<file path="src/ghn_pkg.sv">
// ----------------------------------------------------------------------------
// ghn_pkg: shared types and constants of the gray histogram normalizer
// operation codes, command kinds, queue sizing and back-end states
// ----------------------------------------------------------------------------
package ghn_pkg;

    localparam int NUM_BINS_DEF    = 256;
    localparam int COUNT_WIDTH_DEF = 24;

    localparam int OP_W     = 2;
    localparam int PIX_W    = 8;
    localparam int HEIGHT_W = 10;
    localparam int STEP_W   = $clog2(HEIGHT_W);

    localparam logic [HEIGHT_W-1:0] HEIGHT_RESET = HEIGHT_W'(400);

    // command queue between front and back
    localparam int QDEPTH = 4;
    localparam int QPTR_W = $clog2(QDEPTH);
    localparam int QCNT_W = $clog2(QDEPTH + 1);

    localparam logic [OP_W-1:0] OP_CLEAR = 2'd0;
    localparam logic [OP_W-1:0] OP_COUNT = 2'd1;
    localparam logic [OP_W-1:0] OP_READ  = 2'd2;

    typedef enum logic [1:0] {
        K_CLEAR,
        K_COUNT,
        K_READ,
        K_NOP
    } kind_t;

    typedef struct packed {
        kind_t             kind;
        logic [PIX_W-1:0]  idx;
    } cmd_t;

    typedef enum logic [1:0] {
        ST_IDLE,
        ST_FETCH,
        ST_DIVIDE,
        ST_HOLD
    } state_t;

endpackage

</file>
<file path="src/ghn_if.sv">
// ----------------------------------------------------------------------------
// ghn_if: item channels of the gray histogram normalizer
// request channel (operation and operands) and result channel
// ----------------------------------------------------------------------------
interface ghn_in_if;
    import ghn_pkg::*;

    logic             valid;
    logic             ready;
    logic [OP_W-1:0]  operation;
    logic [PIX_W-1:0] pixel_value;
    logic [PIX_W-1:0] bin_index;

    modport source (output valid, operation, pixel_value, bin_index, input ready);
    modport sink   (input valid, operation, pixel_value, bin_index, output ready);
endinterface


</file>
<file path="src/ghn_front.sv">
// ----------------------------------------------------------------------------
// ghn_front: request intake
// decodes each item into a command and holds it in a short queue
// ----------------------------------------------------------------------------
module ghn_front #(
    parameter int NUM_BINS = ghn_pkg::NUM_BINS_DEF
) (
    input  logic          clk,
    input  logic          rst_n,
    ghn_in_if.sink        request,
    output logic          cmd_valid,
    output ghn_pkg::cmd_t cmd,
    input  logic          cmd_take
);
    import ghn_pkg::*;

    localparam logic [PIX_W:0] BIN_LIMIT = (PIX_W + 1)'(NUM_BINS);

    cmd_t              new_cmd;
    cmd_t              q_mem [QDEPTH];
    logic [QPTR_W-1:0] wr_ptr_reg, wr_ptr_next;
    logic [QPTR_W-1:0] rd_ptr_reg, rd_ptr_next;
    logic [QCNT_W-1:0] fill_reg, fill_next;
    logic              push;
    logic              pop;

    // classify: unused codes and out-of-range pixels and bins become no-ops
    always_comb
    begin
        new_cmd.idx  = request.pixel_value;
        new_cmd.kind = K_NOP;
        case (request.operation)
            OP_CLEAR:
            begin
                new_cmd.kind = K_CLEAR;
            end
            OP_COUNT:
            begin
                new_cmd.idx = request.pixel_value;
                if ({1'b0, request.pixel_value} < BIN_LIMIT)
                    new_cmd.kind = K_COUNT;
            end
            OP_READ:
            begin
                new_cmd.idx = request.bin_index;
                if ({1'b0, request.bin_index} < BIN_LIMIT)
                    new_cmd.kind = K_READ;
            end
            default:
            begin
                new_cmd.kind = K_NOP;
            end
        endcase
    end

    assign request.ready = (fill_reg != QCNT_W'(QDEPTH));
    assign push          = request.valid && request.ready;
    assign cmd_valid     = (fill_reg != '0);
    assign pop           = cmd_take && cmd_valid;
    assign cmd           = q_mem[rd_ptr_reg];

    assign wr_ptr_next = push ? wr_ptr_reg + QPTR_W'(1) : wr_ptr_reg;
    assign rd_ptr_next = pop  ? rd_ptr_reg + QPTR_W'(1) : rd_ptr_reg;
    assign fill_next   = fill_reg + QCNT_W'(push) - QCNT_W'(pop);

    always_ff @(posedge clk)
    begin
        if (push)
            q_mem[wr_ptr_reg] <= new_cmd;
    end

    always_ff @(posedge clk or negedge rst_n)
    begin
        if (!rst_n)
        begin
            wr_ptr_reg <= '0;
            rd_ptr_reg <= '0;
            fill_reg   <= '0;
        end
        else
        begin
            wr_ptr_reg <= wr_ptr_next;
            rd_ptr_reg <= rd_ptr_next;
            fill_reg   <= fill_next;
        end
    end

endmodule

</file>
<file path="src/flat_wrapper.sv">
// flat-port wrapper written by rule: the top's interface ports become plain ports
module ghn_front_flat import ghn_pkg::*;
#(
    parameter int NUM_BINS = ghn_pkg::NUM_BINS_DEF
)
  (clk, rst_n, cmd_valid, cmd, cmd_take, request_valid, request_operation, request_pixel_value, request_bin_index, request_ready);
  ghn_in_if request_i ();
  input  logic clk;
  input  logic rst_n;
  output logic cmd_valid;
  output ghn_pkg::cmd_t cmd;
  input  logic cmd_take;
  input wire logic [$bits(request_i.valid)-1:0] request_valid;
  input wire logic [$bits(request_i.operation)-1:0] request_operation;
  input wire logic [$bits(request_i.pixel_value)-1:0] request_pixel_value;
  input wire logic [$bits(request_i.bin_index)-1:0] request_bin_index;
  output wire logic [$bits(request_i.ready)-1:0] request_ready;
  assign request_i.valid = request_valid;
  assign request_i.operation = request_operation;
  assign request_i.pixel_value = request_pixel_value;
  assign request_i.bin_index = request_bin_index;
  assign request_ready = request_i.ready;
  ghn_front #(.NUM_BINS(NUM_BINS)) u_core (.clk(clk), .rst_n(rst_n), .request(request_i), .cmd_valid(cmd_valid), .cmd(cmd), .cmd_take(cmd_take));
endmodule
</file>
<file path="config.mk">
export PLATFORM = sky130hd
export DESIGN_NAME = ghn_front_flat
export DESIGN_NICKNAME = d
export VERILOG_FILES = /design/src/ghn_pkg.sv /design/src/ghn_if.sv /design/src/ghn_front.sv /design/src/flat_wrapper.sv
export SDC_FILE = /design/constraint.sdc
export NUM_CORES = 1
export LEC_CHECK = 0
export BUFFER_PORTS_ARGS = -buffer_cell sky130_fd_sc_hd__buf_2
export CELL_PAD_IN_SITES_DETAIL_PLACEMENT = 0
export CELL_PAD_IN_SITES_GLOBAL_PLACEMENT = 1
export CORE_MARGIN = 5
export CORE_UTILIZATION = 40
export CTS_BUF_LIST = sky130_fd_sc_hd__clkbuf_2
export DETAILED_ROUTE_END_ITERATION = 10
export PLACE_DENSITY = 0.77
export SLEW_MARGIN = 20
export SYNTH_ARGS = -nofsm -noshare
export SYNTH_HDL_FRONTEND = slang
export SYNTH_SLANG_ARGS = --single-unit
export TNS_END_PERCENT = 30
</file>
<file path="constraint.sdc">
create_clock -name clk -period 2 [get_ports clk]
set_clock_uncertainty 0.15 [all_clocks]
set_input_delay 0.4 -clock clk [delete_from_list [all_inputs] [get_ports clk]]
set_output_delay 0.4 -clock clk [all_outputs]
set_load 0.01 [all_outputs]
</file>
==> results.yml, run 1 <==
status:
  status: "finished, violations left"
  violations: "negative setup slack"
route:
  wire_per_inst_um: 15.8
  ant_nets: 0
  wirelength_mm: 3.60
  dr.first_iter.drc_count: 89
  route.detailed.drc: 0
  vias: 1101
  dr.pass1.iters: 4
  vias_per_cell: 4.83
job:
  drv_cap: 0
floorplanning:
  die_area_um2: 6610
  coreArea_um2: 5010
  start_util_pct: 40.6
  die_w_um: 81.3
  dieHeight_um: 81.3
  rows: 26
  ios: 34
sta:
  slew_violations: 0
  max-slew-margin-rel_pct: 79.2
  worst_pin_slew_ns: 0.307
  setup_tns_ns: -1.84
  period_share_pct: 109
  fmax_ghz: 0.460
  rsz0062_at_grt: "true"
  fin_ws_ns: -0.176
  setup_viol: 14
  final.min_clock_period_ns: 2.18
  finalHoldViolCount: 0
placement:
  placed_area_um2: 2360
  place_congestion: 0.755
  port_buffers: 33
  dp_hpwl_mm: 2.51
  place_ws_ns: -0.122
critical_path:
  crit_family: "multiplexers"
  reg2reg_slack_ns: -0.15
  endpoint_kind: "primary output"
  critPathArrivalTime_ns: 1.63
  cp.depth: 3
  r2r_cells: 8
  start_kind: "flop"
  crit_slowest_cell: "mux4_2"
  cpMostUsedCell: "buf_6"
  path_buf_inv: 2
  critPathMaxFanout: 7
  crit_type: "reg2out"
  cp_cell_sequence: "buf_6 -> mux4_2 -> buf_6"
  max_stage_delay_ns: 0.52
  worstPathRequired_ns: 1.45
clocking:
  clkSinkCount: 47
  cts_tree: "yes"
  cts_htree_levels: 2
  cts_buffers: 5
  clkTransAtPathRegs_ns: 0.19
  clk-insertion-delay-late_ns: 0.39
  cts_root_buffer: "clkbuf_2"
  clockBufferDepth: 2
yosys:
  synth-seq-cells: 47
  synth_cell_type_count: 24
  yosys_warnings: 0
  syn_avg_cell_area_um2: 19.2
  synth_fp_nets: 135
  synth_seq_area_share_pct: 67.7
  synth_area_um2: 2030
  synthCells: 106
cells_and_area:
  drive_gt1_share_pct: 48.1
  largest_register_ffs: 40
  syn2layout_area_growth_pct: 22.3
  fin_nets: 186
  final_area_um2: 2490
  n_antenna_cell: 0
  num-fill-cells: 457
grt:
  grt_max_degree: 14
  grt.total_usage_pct: 12.0
  grt_pass1_wl_mm: 5.75
  grt_pass1_vias: 1193
  gr-total-overflow: 0
  antenna_found_initial: 0
worst_hold_path:
  hold_path.class: "in2reg"
  whs_path_depth: 1
power_and_ir_drop:
  peakVddDrop_mv: 0.676
  leakage_uw: 0.000955
  powerDensity_nw_per_um2: 1320
-- logic make-up (layout without fill, tap and decap cells) --
kind of cell	count (synthesis)	count (layout)	synth area share [%]
AOI/OAI and AO/OA	4	4	1.60
xor gates and xnor gates	4	4	1.72
and+or+nand+nor	14	14	5.78
muxes	18	18	15.9
buffers and inverters	12	64	2.71
adders and majority gates	7	7	4.67
DFF	47	47	67.7
-- cells in the mapped netlist --
library cell  number  area [um^2]
and3b_1            4         35.0
buf_2              2         10.0
buf_6              1         11.3
clkbuf_1           2         7.51
dfrtp_1            7          175
edfxtp_1          40         1200
fa_1               1         20.0
ha_1               6         75.1
inv_1              7         26.3
mux2_1             1         11.3
mux2_2             7         78.8
mux4_1             2         52.6
mux4_2             8          180
nand2_1            1         3.75
nand2b_1           3         18.8
nand4bb_1          2         22.5
nor2b_1            2         12.5
nor3b_4            1         18.8
o211ai_1           2         15.0
o311ai_1           1         8.76
o31a_1             1         8.76
or3_1              1         6.26
xnor2_1            3         26.3
xor2_1             1         8.76
-- worst register-to-register path: cells and delay by family, from the launching register on --
kind	cells	cell delay, ns
xor+xnor	2	0.26
buf+inv	2	0.11
fa+ha+maj	3	0.79
compound gates	1	0.31
flops	1	0.44
-- final timing paths --
path	from	to
max	u_core.rd_ptr_reg[0]$_DFFE_PN0P_	cmd[3]
min	request_operation[1]	u_core.q_mem[0][9]$_DFFE_PP_
max reg2reg	u_core.fill_reg[0]$_DFF_PN0_	u_core.fill_reg[2]$_DFF_PN0_
min reg2reg	u_core.rd_ptr_reg[1]$_DFFE_PN0P_	u_core.rd_ptr_reg[1]$_DFFE_PN0P_
max in group asynchronous	rst_n	u_core.fill_reg[1]$_DFF_PN0_
min in group asynchronous	rst_n	u_core.wr_ptr_reg[1]$_DFFE_PN0P_
-- placed cells by master, fill, tap and decap left out, types with 2 or more instances in the layout --
master | synthesis | layout
buf_6 | 1 | 13
buf_2 | 2 | 26
ha_1 | 6 | 6
edfxtp_1 | 40 | 40
nand2b_1 | 3 | 3
clkbuf_2 | 0 | 6
inv_1 | 7 | 6
and3b_1 | 4 | 4
mux4_2 | 8 | 10
xnor2_1 | 3 | 2
nand4bb_1 | 2 | 2
o211ai_1 | 2 | 2
clkinv_1 | 0 | 2
mux2_2 | 7 | 7
nor2b_1 | 2 | 2
buf_4 | 0 | 9
dfrtp_1 | 7 | 6
-- timing repair --
item,in CTS,in global routing
gates cloned,0,0
setup endpoints to repair,14,14
setup buffers,1,1
hold buffers,1,0
gates resized for setup,9,8
endpoints found under the hold margin,7,0
pin swaps,1,3
-- metrics by stage --
step | cells | util (%) | power, uW | hold WS (ns)
after floorplan | 106 | - | 2250 | -0.0456
after global placement | 217 | 47.1 | 2680 | 0.0900
after detailed placement | 217 | 47.1 | 2750 | 0.0982
after CTS | 227 | 48.8 | 3200 | 0.0450
after global routing | 228 | 49.7 | 3520 | 0.0353
final | 228 | 49.7 | 3280 | 0.0736
-- area by class of cell --
| class | count | area (um^2) | area share, % |
|---|---|---|---|
| sequential | 47 | 1380 | 55.4 |
| timing repair buffer | 49 | 354 | 14.2 |
| clock inverter | 2 | 7.51 | 0.302 |
| tap | 70 | 87.6 | 3.52 |
| clock buffer | 6 | 30.0 | 1.21 |
| multi-input combinational | 47 | 606 | 24.3 |
| inverter | 7 | 26.3 | 1.06 |
-- where the power goes --
group | leakage (uW) | internal (uW) | total (uW) | switching, uW
combinational | 0.000479 | 833 | 1500 | 666
sequential | 0.000448 | 1330 | 1430 | 107
clock | 0.0000281 | 84.3 | 352 | 267
-- per-layer routing --
layer,vias up,global-route usage (%),wire (um)
met5,-,0,0
met4,0,4.05,45
met3,6,4.10,192
met2,36,21.5,1900
met1,548,13.2,1460
li1,511,-,-
(Power assumes the default switching activity.)
==> run 2, diff against run 1 <==
--- a/config.mk
+++ b/config.mk
@@ -12,7 +12,7 @@
 export CORE_UTILIZATION = 40
 export CTS_BUF_LIST = sky130_fd_sc_hd__clkbuf_2
 export DETAILED_ROUTE_END_ITERATION = 10
-export PLACE_DENSITY = 0.77
+export PLACE_DENSITY = 0.74
 export SLEW_MARGIN = 20
 export SYNTH_ARGS = -nofsm -noshare
 export SYNTH_HDL_FRONTEND = slang
==> constraint.sdc (replaced) <==
create_clock -name clk -period 2.4 [get_ports clk]
set_clock_uncertainty 0.15 [all_clocks]
set_input_delay 0.48 -clock clk [delete_from_list [all_inputs] [get_ports clk]]
set_output_delay 0.48 -clock clk [all_outputs]
set_load 0.01 [all_outputs]
==> run 2 against run 1 <==
  * The run now ends clean
  * Flip-flop and latch count did not move
  * Highest routed layer unchanged
  * Die area is the same
  * Critical endpoint is now cmd[7]
  * Sequential power is 13% lower
==> results.yml, run 2 (synthesis gave the netlist of run 1 again) <==
status:
  status: "finished clean"
grt:
  grt_max_degree: 15
  grt_pass1_vias: 1119
  gr-total-overflow: 0
  grt_pass1_wl_mm: 5.55
  grt.total_usage_pct: 11.8
  antenna_found_initial: 0
sta:
  period_share_pct: 97.2
  setup_tns_ns: 0
  finalHoldViolCount: 0
  fmax_ghz: 0.429
  slew_violations: 0
  max-slew-margin-rel_pct: 60.8
  rsz0062_at_grt: "true"
  final.min_clock_period_ns: 2.33
  setup_viol: 0
  fin_ws_ns: 0.0670
  worst_pin_slew_ns: 0.589
critical_path:
  cp_cell_sequence: "buf_6 -> mux4_2 -> buf_6"
  path_buf_inv: 2
  crit_type: "reg2out"
  start_kind: "flop"
  critPathMaxFanout: 6
  crit_family: "flip-flops"
  critPathArrivalTime_ns: 1.70
  cpMostUsedCell: "buf_6"
  worstPathRequired_ns: 1.77
  max_stage_delay_ns: 0.51
  crit_slowest_cell: "dfrtp_2"
  endpoint_kind: "primary output"
cells_and_area:
  syn2layout_area_growth_pct: 19.5
  ff_latch_area_um2: 1380
  num-fill-cells: 444
  layout_common_cells: "edfxtp_1, buf_2, mux4_2, buf_6"
  multiInputGateArea_um2: 603
  final_common_cell: "edfxtp_1"
  final_core_util_pct: 48.5
  drive_gt1_share_pct: 44.0
  largest_register_ffs: 40
  n_antenna_cell: 0
  fin_nets: 178
floorplanning:
  coreArea_um2: 5010
  die_area_um2: 6610
  rows: 26
  ios: 34
  start_util_pct: 40.6
  die_w_um: 81.3
  dieHeight_um: 81.3
route:
  route.detailed.drc: 0
  vias: 1071
  dr.first_iter.drc_count: 45
  wirelength_mm: 3.52
  dr.pass1.iters: 4
  vias_per_cell: 4.87
  wire_per_inst_um: 16.0
  ant_nets: 0
worst_hold_path:
  hold_path.class: "in2reg"
job:
  drv_cap: 0
clocking:
  clockBufferDepth: 2
  cts_buffers: 5
  clkTransAtPathRegs_ns: 0.21
  clkSinkCount: 47
  clk-insertion-delay-late_ns: 0.39
  cts_htree_levels: 2
  cts_tree: "yes"
  cts_root_buffer: "clkbuf_2"
power_and_ir_drop:
  peakVddDrop_mv: 0.450
  p_total_uw: 2710
  powerDensity_nw_per_um2: 1120
  leakage_uw: 0.000922
placement:
  place_congestion: 0.747
  place_ws_ns: 0.181
  port_buffers: 33
==> run 2: cell type report <==
type | instances | share of cell area (%)
clock buffers | 7 | 1.44
clock inverters | 1 | 1.24
inverters | 7 | 1.08
multi-input cells | 47 | 24.8
flip-flops and latches | 47 | 56.7
well taps | 70 | 3.60
repair buffers | 41 | 11.1
==> run 2: report_power, final <==
part           switching, uW  total [uW]  internal (uW)
clock network            236         421            186
logic                    457        1040            580
registers                146        1250           1110
==> run 2: what timing repair did <==
action | CTS | global route
resized for setup | 1 | 9
setup endpoints to repair | 10 | 10
setup buffers | 2 | 0
hold endpoints to repair | 7 | 0
hold buffers | 1 | 0
==> run 2: worst paths after layout <==
| kind | startpoint | endpoint | slack (ns) | cells after the start |
|---|---|---|---|---|
| max | u_core.rd_ptr_reg[0]$_DFFE_PN0P_ | cmd[7] | 0.07 | 3 |
| min | request_operation[1] | u_core.q_mem[3][9]$_DFFE_PP_ | 0.16 | 1 |
| max reg2reg | u_core.fill_reg[0]$_DFF_PN0_ | u_core.fill_reg[2]$_DFF_PN0_ | 0.19 | 8 |
| min reg2reg | u_core.fill_reg[2]$_DFF_PN0_ | u_core.fill_reg[2]$_DFF_PN0_ | 0.48 | 2 |
| max in group asynchronous | rst_n | u_core.rd_ptr_reg[1]$_DFFE_PN0P_ | 1.66 | 2 |
| min in group asynchronous | rst_n | u_core.fill_reg[2]$_DFF_PN0_ | 0.26 | 2 |
==> run 2: routing by layer <==
layer  track usage (%)  up-vias  wire (um)
met2              18.6       24       1780
met4              5.07        0         42
met1              14.4      545       1490
met3              4.43        5        205
met5                 0        -          0
li1                  -      497          -
==> run 2: metrics by stage <==
step,cells,area (um^2),hold slack (ns)
after detailed placement,209,2300,0.170
after floorplan,106,2030,0.0344
after global placement,209,2300,0.167
after CTS,220,2390,0.127
final,220,2430,0.163
after global routing,220,2430,0.0993
